<file path="src/cfp_pkg.sv">
package cfp_pkg;

  // Sizes
  localparam int PAYLOAD_DEPTH_DEF = 32;
  localparam int RESULT_CAP        = 32;
  localparam int CFG_INDEX_W       = 1;
  localparam int CFG_DATA_W        = 8;

  // Result event codes
  localparam logic [1:0] EV_NONE  = 2'd0;
  localparam logic [1:0] EV_GOOD  = 2'd1;
  localparam logic [1:0] EV_ERROR = 2'd2;

  // Configuration register indexes
  localparam logic [CFG_INDEX_W-1:0] REG_START_BYTE = 1'b0;
  localparam logic [CFG_INDEX_W-1:0] REG_MAX_LENGTH = 1'b1;

  // Reset values and CRC constants
  localparam logic [7:0]  START_BYTE_RST = 8'hAA;
  localparam logic [5:0]  MAX_LENGTH_RST = 6'd32;
  localparam logic [15:0] CRC_INIT       = 16'hFFFF;
  localparam logic [15:0] CRC_POLY       = 16'h1021;

  // One request from the parser to the emitter
  typedef struct packed {
    logic [1:0]  event_res;
    logic [7:0]  command;
    logic [5:0]  length;
    logic [31:0] crc_total;
  } cmd_entry_t;

  // Address width of a store of the given depth
  function automatic int addr_w(input int depth);
    return (depth > 1) ? $clog2(depth) : 1;
  endfunction

  // CRC-16/CCITT-FALSE update over one byte, MSB first
  function automatic logic [15:0] crc_feed(input logic [15:0] crc, input logic [7:0] b);
    logic [15:0] c;
    c = crc ^ {b, 8'h00};
    for (int k = 0; k < 8; k++) begin
      c = c[15] ? ((c << 1) ^ CRC_POLY) : (c << 1);
    end
    return c;
  endfunction

endpackage

</file>
<file path="src/cfp_in_if.sv">
interface cfp_in_if;
  logic       valid;
  logic       ready;
  logic [7:0] rx_byte;

  modport source (output valid, output rx_byte, input ready);
  modport sink   (input valid, input rx_byte, output ready);
endinterface

</file>
<file path="src/cfp_out_if.sv">
interface cfp_out_if;
  logic        valid;
  logic        ready;
  logic [1:0]  event_res;
  logic [7:0]  command;
  logic [5:0]  length;
  logic [7:0]  data_byte;
  logic [4:0]  data_index;
  logic        last;
  logic [31:0] crc_error_total;

  modport source (output valid, output event_res, output command, output length,
                  output data_byte, output data_index, output last,
                  output crc_error_total, input ready);
  modport sink   (input valid, input event_res, input command, input length,
                  input data_byte, input data_index, input last,
                  input crc_error_total, output ready);
endinterface

</file>
<file path="src/cfp_ram.sv">
module cfp_ram import cfp_pkg::*; #(
  parameter int WIDTH = 8,
  parameter int DEPTH = PAYLOAD_DEPTH_DEF
) (
  input  logic                      clk,
  input  logic                      we,
  input  logic [addr_w(DEPTH)-1:0]  waddr,
  input  logic [WIDTH-1:0]          wdata,
  input  logic                      re,
  input  logic [addr_w(DEPTH)-1:0]  raddr,
  output logic [WIDTH-1:0]          rdata
);

  logic [WIDTH-1:0] mem [DEPTH];

  // Write port, registered read port
  always_ff @(posedge clk) begin
    if (we) begin
      mem[waddr] <= wdata;
    end
    if (re) begin
      rdata <= mem[raddr];
    end
  end

endmodule

</file>
<file path="src/cfp_queue.sv">
module cfp_queue import cfp_pkg::*; (
  input  logic       clk,
  input  logic       rst,
  input  logic       push,
  input  cmd_entry_t push_entry,
  output logic       full,
  input  logic       pop,
  output cmd_entry_t head,
  output logic       empty
);

  cmd_entry_t  slots [2];
  logic        wr_ptr;
  logic        rd_ptr;
  logic [1:0]  count;

  assign full  = (count == 2'd2);
  assign empty = (count == 2'd0);
  assign head  = slots[rd_ptr];

  // Store requests in arrival order
  always_ff @(posedge clk) begin
    if (push) begin
      slots[wr_ptr] <= push_entry;
    end
  end

  // Advance pointers and occupancy
  always_ff @(posedge clk) begin
    if (rst) begin
      wr_ptr <= 1'b0;
      rd_ptr <= 1'b0;
      count  <= 2'd0;
    end else begin
      if (push) begin
        wr_ptr <= ~wr_ptr;
      end
      if (pop) begin
        rd_ptr <= ~rd_ptr;
      end
      case ({push, pop})
        2'b10:   count <= count + 2'd1;
        2'b01:   count <= count - 2'd1;
        default: count <= count;
      endcase
    end
  end

endmodule

</file>
<file path="src/cfp_front.sv">
module cfp_front import cfp_pkg::*; #(
  parameter int PAYLOAD_DEPTH = PAYLOAD_DEPTH_DEF
) (
  input  logic                              clk,
  input  logic                              rst,
  input  logic                              cfg_we,
  input  logic [CFG_INDEX_W-1:0]            cfg_index,
  input  logic [CFG_DATA_W-1:0]             cfg_data,
  cfp_in_if.sink                            rx,
  output logic                              push,
  output cmd_entry_t                        push_entry,
  input  logic                              q_full,
  input  logic                              frame_done,
  output logic                              ram_we,
  output logic [addr_w(PAYLOAD_DEPTH)-1:0]  ram_waddr,
  output logic [7:0]                        ram_wdata
);

  localparam int AW = addr_w(PAYLOAD_DEPTH);
  localparam logic [5:0] DEPTH_CAP =
    6'((PAYLOAD_DEPTH < RESULT_CAP) ? PAYLOAD_DEPTH : RESULT_CAP);

  localparam logic [2:0] PH_HUNT   = 3'd0;
  localparam logic [2:0] PH_LEN    = 3'd1;
  localparam logic [2:0] PH_CMD    = 3'd2;
  localparam logic [2:0] PH_DATA   = 3'd3;
  localparam logic [2:0] PH_CRC_HI = 3'd4;
  localparam logic [2:0] PH_CRC_LO = 3'd5;

  logic [7:0]  start_byte;
  logic [5:0]  max_length;
  logic [2:0]  phase;
  logic [5:0]  frame_length;
  logic [7:0]  frame_command;
  logic [5:0]  bytes_received;
  logic [15:0] running_crc;
  logic [7:0]  crc_high_byte;
  logic [31:0] crc_error_count;
  logic        pending;

  logic [7:0]  b;
  logic        take;
  logic [5:0]  acc_max;
  logic        len_bad;
  logic        crc_bad;
  logic        frame_good;
  logic [5:0]  received_next;
  logic [7:0]  received_ext;

  assign b        = rx.rx_byte;
  assign rx.ready = !q_full && !pending;
  assign take     = rx.valid && rx.ready;
  assign acc_max  = (max_length > DEPTH_CAP) ? DEPTH_CAP : max_length;

  // Classify the current byte
  assign len_bad    = (phase == PH_LEN) && (b > {2'b00, acc_max});
  assign crc_bad    = (phase == PH_CRC_LO) && ({crc_high_byte, b} != running_crc);
  assign frame_good = (phase == PH_CRC_LO) && !crc_bad;

  assign received_next = bytes_received + 6'd1;
  assign received_ext  = {2'b00, bytes_received};

  // Build the request for the emitter
  always_comb begin
    push_entry.event_res = EV_NONE;
    push_entry.command   = 8'd0;
    push_entry.length    = 6'd0;
    push_entry.crc_total = crc_error_count + {31'd0, crc_bad};
    if (len_bad || crc_bad) begin
      push_entry.event_res = EV_ERROR;
    end else if (frame_good) begin
      push_entry.event_res = EV_GOOD;
      push_entry.command   = frame_command;
      push_entry.length    = frame_length;
    end
  end

  assign push = take;

  // Payload bytes go to the store
  assign ram_we    = take && (phase == PH_DATA);
  assign ram_waddr = received_ext[AW-1:0];
  assign ram_wdata = b;

  // Configuration, parse state and counters
  always_ff @(posedge clk) begin
    if (rst) begin
      start_byte      <= START_BYTE_RST;
      max_length      <= MAX_LENGTH_RST;
      phase           <= PH_HUNT;
      frame_length    <= 6'd0;
      frame_command   <= 8'd0;
      bytes_received  <= 6'd0;
      running_crc     <= 16'd0;
      crc_high_byte   <= 8'd0;
      crc_error_count <= 32'd0;
      pending         <= 1'b0;
    end else begin
      if (cfg_we) begin
        unique case (cfg_index)
          REG_START_BYTE: start_byte <= cfg_data;
          REG_MAX_LENGTH: max_length <= cfg_data[5:0];
          default:        start_byte <= start_byte;
        endcase
      end

      // Hold the input while the store is being read out
      if (frame_done) begin
        pending <= 1'b0;
      end

      if (take) begin
        unique case (phase)
          PH_LEN: begin
            if (len_bad) begin
              phase <= PH_HUNT;
            end else begin
              frame_length   <= b[5:0];
              bytes_received <= 6'd0;
              running_crc    <= crc_feed(CRC_INIT, b);
              phase          <= PH_CMD;
            end
          end
          PH_CMD: begin
            frame_command <= b;
            running_crc   <= crc_feed(running_crc, b);
            phase         <= (frame_length != 6'd0) ? PH_DATA : PH_CRC_HI;
          end
          PH_DATA: begin
            bytes_received <= received_next;
            running_crc    <= crc_feed(running_crc, b);
            if (received_next >= frame_length) begin
              phase <= PH_CRC_HI;
            end
          end
          PH_CRC_HI: begin
            crc_high_byte <= b;
            phase         <= PH_CRC_LO;
          end
          PH_CRC_LO: begin
            phase <= PH_HUNT;
            if (crc_bad) begin
              crc_error_count <= crc_error_count + 32'd1;
            end else if (frame_length != 6'd0) begin
              pending <= 1'b1;
            end
          end
          default: begin
            phase <= (b == start_byte) ? PH_LEN : PH_HUNT;
          end
        endcase
      end
    end
  end

endmodule

</file>
<file path="src/cfp_back.sv">
module cfp_back import cfp_pkg::*; #(
  parameter int PAYLOAD_DEPTH = PAYLOAD_DEPTH_DEF
) (
  input  logic                              clk,
  input  logic                              rst,
  input  logic                              q_empty,
  input  cmd_entry_t                        q_head,
  output logic                              q_pop,
  output logic                              ram_re,
  output logic [addr_w(PAYLOAD_DEPTH)-1:0]  ram_raddr,
  input  logic [7:0]                        ram_rdata,
  output logic                              frame_done,
  cfp_out_if.source                         res
);

  localparam int AW = addr_w(PAYLOAD_DEPTH);

  localparam logic B_IDLE = 1'b0;
  localparam logic B_SHOW = 1'b1;

  logic        state;
  logic [4:0]  idx;
  logic [7:0]  cur_command;
  logic [5:0]  cur_length;
  logic [31:0] cur_crc_total;

  logic        out_valid;
  logic [1:0]  out_event;
  logic [7:0]  out_command;
  logic [5:0]  out_length;
  logic [7:0]  out_data;
  logic [4:0]  out_index;
  logic        out_last;
  logic [31:0] out_crc_total;

  logic        out_free;
  logic        stream;
  logic        is_last;
  logic [4:0]  idx_next;
  logic [7:0]  idx_next_ext;

  assign out_free     = !out_valid || res.ready;
  assign stream       = (q_head.event_res == EV_GOOD) && (q_head.length != 6'd0);
  assign idx_next     = idx + 5'd1;
  assign idx_next_ext = {3'b000, idx_next};
  assign is_last      = ({1'b0, idx} + 6'd1) == cur_length;

  // Pop requests and fetch payload bytes ahead of the output register
  always_comb begin
    q_pop      = 1'b0;
    ram_re     = 1'b0;
    ram_raddr  = '0;
    frame_done = 1'b0;
    unique case (state)
      B_IDLE: begin
        if (!q_empty && out_free) begin
          q_pop  = 1'b1;
          ram_re = stream;
        end
      end
      B_SHOW: begin
        if (out_free) begin
          if (is_last) begin
            frame_done = 1'b1;
          end else begin
            ram_re    = 1'b1;
            ram_raddr = idx_next_ext[AW-1:0];
          end
        end
      end
      default: begin
        q_pop = 1'b0;
      end
    endcase
  end

  // Output register and emitter state
  always_ff @(posedge clk) begin
    if (rst) begin
      state     <= B_IDLE;
      out_valid <= 1'b0;
      idx       <= 5'd0;
    end else begin
      if (res.ready) begin
        out_valid <= 1'b0;
      end
      unique case (state)
        B_IDLE: begin
          if (!q_empty && out_free) begin
            if (stream) begin
              cur_command   <= q_head.command;
              cur_length    <= q_head.length;
              cur_crc_total <= q_head.crc_total;
              idx           <= 5'd0;
              state         <= B_SHOW;
            end else begin
              out_valid     <= 1'b1;
              out_event     <= q_head.event_res;
              out_command   <= q_head.command;
              out_length    <= q_head.length;
              out_data      <= 8'd0;
              out_index     <= 5'd0;
              out_last      <= 1'b1;
              out_crc_total <= q_head.crc_total;
            end
          end
        end
        B_SHOW: begin
          if (out_free) begin
            out_valid     <= 1'b1;
            out_event     <= EV_GOOD;
            out_command   <= cur_command;
            out_length    <= cur_length;
            out_data      <= ram_rdata;
            out_index     <= idx;
            out_last      <= is_last;
            out_crc_total <= cur_crc_total;
            if (is_last) begin
              state <= B_IDLE;
            end else begin
              idx <= idx_next;
            end
          end
        end
        default: begin
          state <= B_IDLE;
        end
      endcase
    end
  end

  assign res.valid           = out_valid;
  assign res.event_res       = out_event;
  assign res.command         = out_command;
  assign res.length          = out_length;
  assign res.data_byte       = out_data;
  assign res.data_index      = out_index;
  assign res.last            = out_last;
  assign res.crc_error_total = out_crc_total;

endmodule

</file>
<file path="src/crc_checked_frame_parser.sv">
// A result passes through the request queue to the output register; the payload of a
// good frame is read from the store, one byte per cycle unless the output stalls.
// Throughput: one byte per cycle while the queue has room; after a good frame with a
// payload the input holds while the payload store is read out.
// Reset (rst, synchronous): parser back to hunting, counters and queue cleared,
// start_byte 0xAA, max_length 32; the payload store is not cleared.
module crc_checked_frame_parser import cfp_pkg::*; #(
  parameter int PAYLOAD_DEPTH = PAYLOAD_DEPTH_DEF
) (
  input  logic                   clk,
  input  logic                   rst,
  input  logic                   cfg_we,
  input  logic [CFG_INDEX_W-1:0] cfg_index,
  input  logic [CFG_DATA_W-1:0]  cfg_data,
  cfp_in_if.sink                 rx,
  cfp_out_if.source              res
);

  localparam int AW = addr_w(PAYLOAD_DEPTH);

  logic          push;
  cmd_entry_t    push_entry;
  logic          q_full;
  logic          q_pop;
  cmd_entry_t    q_head;
  logic          q_empty;
  logic          frame_done;
  logic          ram_we;
  logic [AW-1:0] ram_waddr;
  logic [7:0]    ram_wdata;
  logic          ram_re;
  logic [AW-1:0] ram_raddr;
  logic [7:0]    ram_rdata;

  // Parser: takes bytes, checks length and CRC
  cfp_front #(.PAYLOAD_DEPTH(PAYLOAD_DEPTH)) u_front (
    .clk        (clk),
    .rst        (rst),
    .cfg_we     (cfg_we),
    .cfg_index  (cfg_index),
    .cfg_data   (cfg_data),
    .rx         (rx),
    .push       (push),
    .push_entry (push_entry),
    .q_full     (q_full),
    .frame_done (frame_done),
    .ram_we     (ram_we),
    .ram_waddr  (ram_waddr),
    .ram_wdata  (ram_wdata)
  );

  // Request queue between parser and emitter
  cfp_queue u_queue (
    .clk        (clk),
    .rst        (rst),
    .push       (push),
    .push_entry (push_entry),
    .full       (q_full),
    .pop        (q_pop),
    .head       (q_head),
    .empty      (q_empty)
  );

  // Payload store
  cfp_ram #(.WIDTH(8), .DEPTH(PAYLOAD_DEPTH)) u_payload (
    .clk   (clk),
    .we    (ram_we),
    .waddr (ram_waddr),
    .wdata (ram_wdata),
    .re    (ram_re),
    .raddr (ram_raddr),
    .rdata (ram_rdata)
  );

  // Emitter: one result per request or per payload byte
  cfp_back #(.PAYLOAD_DEPTH(PAYLOAD_DEPTH)) u_back (
    .clk        (clk),
    .rst        (rst),
    .q_empty    (q_empty),
    .q_head     (q_head),
    .q_pop      (q_pop),
    .ram_re     (ram_re),
    .ram_raddr  (ram_raddr),
    .ram_rdata  (ram_rdata),
    .frame_done (frame_done),
    .res        (res)
  );

endmodule

</file>
<file path="src/flat_wrapper.sv">
// flat-port wrapper written by rule: the top's interface ports become plain ports
module crc_checked_frame_parser_flat import cfp_pkg::*;
#(
  parameter int PAYLOAD_DEPTH = PAYLOAD_DEPTH_DEF
)
  (clk, rst, cfg_we, cfg_index, cfg_data, rx_valid, rx_rx_byte, rx_ready, res_valid, res_event_res, res_command, res_length, res_data_byte, res_data_index, res_last, res_crc_error_total, res_ready);
  cfp_in_if rx_i ();
  cfp_out_if res_i ();
  input  logic clk;
  input  logic rst;
  input  logic cfg_we;
  input  logic [CFG_INDEX_W-1:0] cfg_index;
  input  logic [CFG_DATA_W-1:0] cfg_data;
  input wire logic [$bits(rx_i.valid)-1:0] rx_valid;
  input wire logic [$bits(rx_i.rx_byte)-1:0] rx_rx_byte;
  output wire logic [$bits(rx_i.ready)-1:0] rx_ready;
  output wire logic [$bits(res_i.valid)-1:0] res_valid;
  output wire logic [$bits(res_i.event_res)-1:0] res_event_res;
  output wire logic [$bits(res_i.command)-1:0] res_command;
  output wire logic [$bits(res_i.length)-1:0] res_length;
  output wire logic [$bits(res_i.data_byte)-1:0] res_data_byte;
  output wire logic [$bits(res_i.data_index)-1:0] res_data_index;
  output wire logic [$bits(res_i.last)-1:0] res_last;
  output wire logic [$bits(res_i.crc_error_total)-1:0] res_crc_error_total;
  input wire logic [$bits(res_i.ready)-1:0] res_ready;
  assign rx_i.valid = rx_valid;
  assign rx_i.rx_byte = rx_rx_byte;
  assign rx_ready = rx_i.ready;
  assign res_valid = res_i.valid;
  assign res_event_res = res_i.event_res;
  assign res_command = res_i.command;
  assign res_length = res_i.length;
  assign res_data_byte = res_i.data_byte;
  assign res_data_index = res_i.data_index;
  assign res_last = res_i.last;
  assign res_crc_error_total = res_i.crc_error_total;
  assign res_i.ready = res_ready;
  crc_checked_frame_parser #(.PAYLOAD_DEPTH(PAYLOAD_DEPTH)) u_core (.clk(clk), .rst(rst), .cfg_we(cfg_we), .cfg_index(cfg_index), .cfg_data(cfg_data), .rx(rx_i), .res(res_i));
endmodule
</file>
<file path="config.mk">
export PLATFORM = sky130hd
export DESIGN_NAME = crc_checked_frame_parser_flat
export DESIGN_NICKNAME = d
export VERILOG_FILES = /design/src/cfp_pkg.sv /design/src/cfp_in_if.sv /design/src/cfp_out_if.sv /design/src/cfp_ram.sv /design/src/cfp_queue.sv /design/src/cfp_front.sv /design/src/cfp_back.sv /design/src/crc_checked_frame_parser.sv /design/src/flat_wrapper.sv
export SDC_FILE = /design/constraint.sdc
export NUM_CORES = 1
export LEC_CHECK = 0
export ABC_CLOCK_PERIOD_IN_PS = 13600
export BUFFER_PORTS_ARGS = -buffer_cell sky130_fd_sc_hd__buf_2
export CORE_ASPECT_RATIO = 0.75
export CORE_MARGIN = 1.5
export CORE_UTILIZATION = 45
export DETAILED_ROUTE_END_ITERATION = 7
export PLACE_DENSITY = 0.6
export SKIP_LAST_GASP = 1
export SYNTH_ARGS = -nofsm -noshare
export SYNTH_HDL_FRONTEND = slang
export SYNTH_SLANG_ARGS = --single-unit
</file>
<file path="constraint.sdc">
create_clock -name clk -period 13.6 [get_ports clk]
set_clock_uncertainty 0.2 [all_clocks]
set_input_delay 0 -clock clk [delete_from_list [all_inputs] [get_ports clk]]
set_output_delay 0 -clock clk [all_outputs]
set_load 0.02 [all_outputs]
</file>
==> Word-level counts from Yosys, hierarchy flattened <==
Memory sizes are Yosys's and may differ from the RTL's. A register that Yosys moved wholly into a read port is not among the register bits.
Index checks and enable logic that the tools add are counted.
{ "classes": {"addsub": 7, "n_lt_le_gt_ge": 3, "eq_ne": 19, "muxes": 95, "bitwise": 24, "reduce_logical": 34} }
{ "op_table": {"columns": ["operator", "n"], "rows": [
  ["13-bit two-way mux", 16],
  ["32-bit two-way mux", 3],
  ["32-bit one-hot mux with 2 select lines", 1],
  ["5-bit two-way mux", 10],
  ["8-bit two-way mux", 6],
  ["3-bit NOT", 16],
  ["32-bit by 1-bit adder with 32-bit output", 1],
  ["32-bit by 1-bit adder with 32-bit output (second input constant)", 1],
  ["16-bit one-hot mux with 2 select lines", 1],
  ["8-bit one-hot mux with 2 select lines", 2],
  ["1-bit two-way mux", 30],
  ["6-bit two-way mux", 5],
  ["6-bit one-hot mux with 2 select lines", 2],
  ["5-bit one-hot mux with 2 select lines", 2],
  ["16-bit two-way mux", 1],
  ["16-bit != test", 1],
  ["16-bit NOT", 1],
  ["16-bit bitwise XOR", 1],
  ["15-bit two-way mux", 1],
  ["3-bit one-hot mux with 5 select lines", 1],
  ["14-bit two-way mux", 1],
  ["3-bit AND reduction", 4],
  ["4-bit AND reduction", 3],
  ["6-bit nonzero test", 2],
  ["other kinds (29)", 70]
]} }
{ "totals": {"ff_bits": 213, "mem_bits_rw": 352, "input_bits": 22, "out_inout_bits": 64, "wordCells": 210, "mem_count": 2} }
{ "mem_list": {"columns": ["memory", "depth", "width", "rd", "rd_ports_with_merged_regs", "write_ports", "line_no", "text"], "rows": [
  ["u_core.u_payload.mem", 32, 8, 1, 1, 1, "cfp_ram.sv:14", "logic [WIDTH-1:0] mem [DEPTH];"],
  ["u_core.u_queue.slots", 2, 48, 1, 1, 1, "cfp_queue.sv:12", "cmd_entry_t slots [2];"]
]} }

==> Logic depth before layout (Yosys ltp) <==
{ "depth": {"ltp_word": 19, "ltp_mapped": 13, "mapped_depth_nobuf": 12} }

==> Cells and area by module <==
From an unflattened synthesis, not the netlist that was laid out.
{ "hier_totals": {"hier_cells": 1574, "area_unflattened_um2": 24404.7} }
{ "by_module_without_submodules": {"columns": ["module", "instances", "cells_each", "area_per_inst_um2", "seq_area_each_um2"], "rows": [
  ["cfp_ram", 1, 417, 10133.5, 7927.6],
  ["cfp_front", 1, 720, 6050.8, 1881.8],
  ["cfp_back", 1, 266, 4561.9, 3383.2],
  ["cfp_queue", 1, 171, 3658.5, 2982.9]
]} }

==> Least setup slack after synthesis <==
Ideal clock, no wire load.
{ "synth_timing": {"path_type": "reg-to-reg", "from": "reg with a tool-made name", "to": "reg u_core.u_back.out_command[0], in the netlist u_core.u_back.res.command[0] (enable)", "setup_time_ps": 559, "arrival_ps": 6065, "required_time_ps": 12841, "slack_ps": 6776, "stages_incl_launch_ff": 8, "path_buffers": 1, "synth_period_minus_slack_ps": 6824, "cell_sequence": "dfxtp_1 clkbuf_1 mux2_2 or4_1 o31a_1 nor2_1 nor2_1 nor3_1"} }
{ "synth_lines": {"columns": ["element", "line_no", "text"], "rows": [
  ["to (signal assigned)", "cfp_back.sv:99", "out_command <= q_head.command;"],
  ["to (signal assigned)", "cfp_back.sv:112", "out_command <= cur_command;"],
  ["to (decl)", "cfp_back.sv:29", "logic [7:0] out_command;"]
]} }

==> Worst setup path after layout <==
{ "layout_timing": {"from": "reg u_core.u_back.idx[0]", "to": "reg u_core.u_payload.rdata[5] (read register of u_core.u_payload.mem), data pin"} }
{ "layout_via": {"elab_chain_cells": 5, "elab_cells_between_ends": 9, "classes_between": "2 x add/sub; 1 x eq/ne; 6 x mux"} }
{ "layout_lines": {"columns": ["element", "line_no", "text"], "rows": [
  ["from (decl)", "cfp_back.sv:22", "logic [4:0] idx;"],
  ["from (signal assigned)", "cfp_back.sv:121", "idx <= idx_next;"],
  ["5-bit by 1-bit adder with 6-bit output", "cfp_back.sv:46", "assign is_last = ({1'b0, idx} + 6'd1) == cur_length;"],
  ["6-bit == test", "cfp_back.sv:46", null],
  ["1-bit two-way mux / 5-bit two-way mux (equally long branches)", "cfp_back.sv:63", "if (is_last) begin"],
  ["1-bit two-way mux / 5-bit two-way mux (equally long branches)", "cfp_back.sv:62", "if (out_free) begin"],
  ["1-bit one-hot mux with 2 select lines / 5-bit two-way mux (equally long branches)", "cfp_back.sv:54", "unique case (state)"],
  ["to (decl)", "cfp_ram.sv:11", "output logic [WIDTH-1:0] rdata"]
]} }
Parallel ways exist; a longest one is shown, timed or not.
A chain may end at the register's enable or synchronous reset.

==> flow_metrics.env <==
export IMPL_tightest_slew_ns=1.17
export IMPL_num_io_pins=86
export IMPL_synth_edf_count=468
export IMPL_async_flop_share_pct=0
export IMPL_num_vias=13700
export IMPL_coreArea_um2=52800
export IMPL_place_congestion=0.865
export IMPL_cts_setup_buffers=0
export IMPL_die_h_um=203
export IMPL_numPortBuffers=85
export IMPL_ys_top_cells_by_count="edfxtp_1, nor2_1, mux2_2, dfxtp_1, xnor2_1"
export IMPL_clkLatencyLatePin_ns=0.61
export IMPL_grt_ovfl_total=0
export IMPL_grt_max_degree=79
export IMPL_avgSynthCellArea_um2=14.3
export IMPL_hpwl_mm=32.7
export IMPL_dpl_cell_count=2394
export IMPL_post_route_util_pct=51.4
export IMPL_maxSlewViolCount=0
export IMPL_fill_cells=4521
export IMPL_critPathArrivalTime_ns=4.65
export IMPL_regArea_um2=16200
export IMPL_drv_cap=0
export IMPL_fin_setup_tns_ns=0
export IMPL_diodes=0
export IMPL_max_vdd_ir_drop_mv=0.0876
export IMPL_hp_class="primary input to flip-flop"
export IMPL_wl_per_cell_um=20.8
export IMPL_syn_cell_area_um2=24000
export IMPL_synthFlopType="edfxtp_1"
export IMPL_vias_per_cell=5.43
export IMPL_cts_buffers=55
export IMPL_finalCritPeriodShare_pct=32.5
export IMPL_synth_warnings=0
export IMPL_relSlewSlack_pct=21.7
export IMPL_drt_wl_total_mm=52.6
export IMPL_yosysSeqAreaShare_pct=67.5
export IMPL_leakagePower_nw=8.94
export IMPL_end_kind="flip-flop"
export IMPL_yosysTopAreaCellShare_pct=58.7
export IMPL_cts_root_buf="clkbuf_16"
export IMPL_ctsResizeCount=0
export IMPL_ant_nets=0
export IMPL_firstDrtPassIters=5
export IMPL_finish_instance_area_um2=27200
export IMPL_drt_initial_drc_count=1053
export IMPL_finalSetupViolCount=0
export IMPL_synthCells=1673
export IMPL_rsz0062_at_grt="false"
export IMPL_ys_top_cells_by_area="edfxtp_1, dfxtp_1, mux2_2"
export IMPL_hold_buffers=38
export IMPL_clock_path_buffers=3
export IMPL_rows=73
export IMPL_gr_usage_all_layers_pct=19.3
export IMPL_drive_gt1_share_pct=18.8
export IMPL_powerDensity_nw_per_um2=155
export IMPL_htreeDepth=2
export IMPL_clk_pin_slew_worst_paths_ns=0.06
export IMPL_antenna_found_initial=0
export IMPL_cts_sinks=574
export IMPL_netlist_cell_type_count=62
export IMPL_nets=1820
export IMPL_grt_pass1_wl_mm=81.4
export IMPL_synth_nets=1716
export IMPL_ys_ff_latch=574
export IMPL_die_area_um2=54600
export IMPL_area_growth_pct=13.4
export IMPL_yosys_area_top_type="edfxtp_1"
export IMPL_fmax_mhz=226
export IMPL_final_cells=2530
export IMPL_startpoint_type="flip-flop"
export IMPL_cts_tree="done"
export IMPL_die_width_um=269
export IMPL_multi_input_area_um2=7310
export IMPL_drc=0
export IMPL_min_path_cells=4
export IMPL_dpl_instance_area_um2=25100
export IMPL_fin_crit_ns=4.42
export IMPL_hold_violations=0
export IMPL_required_ns=13.83
export IMPL_initial_core_util_pct=45.4
export IMPL_grt_pass1_vias=13700
export IMPL_worst_path_max_fanout=78
export IMPL_outcome="finished clean"
export IMPL_rr_worst_depth=9
export IMPL_synth_most_common_cell="edfxtp_1"
export IMPL_critical_path_class="flip-flop to flip-flop"
-- cells by family after synthesis --
logic type               count (synthesis)  synth area share [%]
buffers and inverters                  129                  2.13
adder cells (fa/ha/maj)                 21                  1.10
flip-flops                             574                  67.5
XOR/XNOR                               140                  5.18
multiplexers                           191                  10.3
AO/OA/AOI/OAI                          206                  5.67
AND/OR/NAND/NOR                        412                  8.12
-- worst paths after layout --
kind	end	slack [ns]	from
setup / recovery	u_core.u_payload.rdata[5]	9.18	u_core.u_back.idx[0]
setup reg to reg	u_core.u_payload.rdata[5]	9.18	u_core.u_back.idx[0]
hold reg to reg	u_core.u_front.max_length[0]	0.26	u_core.u_front.max_length[0]
hold / removal	u_core.u_front.max_length[0]	0.02	cfg_data[0]
-- stage by stage --
step	setup WS (ns)	hold WS [ns]	total power, mW
global route	8.68	0.0339	4.38
global placement	9.24	0.0141	2.79
CTS	9.12	0.00729	4.26
floorplan	6.78	-0.101	2.59
finish	9.18	0.0240	4.22
detailed placement	9.15	0.0201	2.79
-- layout make-up --
type	count	area share (%)
clock inverters	24	0.871
multi-input cells	970	26.9
clock buffers	74	5.37
flip-flops and latches	574	59.6
repair buffers	143	3.53
inverters	33	0.456
well taps	712	3.28
-- worst max-delay path: stages, from the launching register on --
cell	delay, ns
dfxtp_4	0.35
buf_4	0.71
nand3_1	0.34
xnor2_1	0.23
and4b_4	0.22
a21oi_2	0.87
nand2_1	0.45
nor2_1	0.47
nand2_1	0.10
a41oi_1	0.27
-- per-layer routing --
metal | GRT usage (%) | vias to the layer above | part of all wire (%)
li1 | - | 6428 | -
met1 | 28.0 | 6851 | 47
met2 | 30.2 | 378 | 45
met3 | 3.28 | 73 | 5.8
met4 | 5.42 | 0 | 2.1
met5 | 0 | - | 0
-- flip-flops by register name, summed over array words and instances, names as in the netlist, 16 cells and up, named ones only --
name,count
u_core.u_back.cur_crc_total,32
u_core.u_front.running_crc,16
u_core.u_queue.slots,96
u_core.u_back.res.crc_error_total,32
u_core.u_front.crc_error_count,32
u_core.u_payload.mem,256
-- cell usage in the layout (no fill, tap or decap), types with 6 or more instances in the layout --
cell type	count
and2_1	33
or3_1	7
nor3_1	16
buf_2	84
mux2_2	107
clkbuf_16	55
clkbuf_1	18
mux4_2	33
nand4_1	17
xor2_1	39
nor2b_1	12
a311oi_1	11
inv_1	32
dlygate4sd3_1	38
a21oi_1	47
mux2i_1	51
o32ai_1	7
nand3_1	43
o21ai_0	52
a41oi_1	7
nand2b_1	6
buf_4	21
clkinv_1	9
nor2_1	157
a221oi_1	9
a2bb2oi_1	15
ha_1	20
a31oi_1	18
edfxtp_1	468
dfxtp_1	103
o211ai_1	8
xnor2_1	99
nand2_1	81
a22oi_1	7
and3_1	11
-- power by group --
group	leakage [nW]	internal [mW]	switching [mW]
Combinational	2.97	0.254	0.389
Sequential	5.16	2.07	0.0490
Clock	0.817	0.811	0.647
Total	8.94	3.13	1.09
No activity file was read; power rests on OpenSTA's default activity.
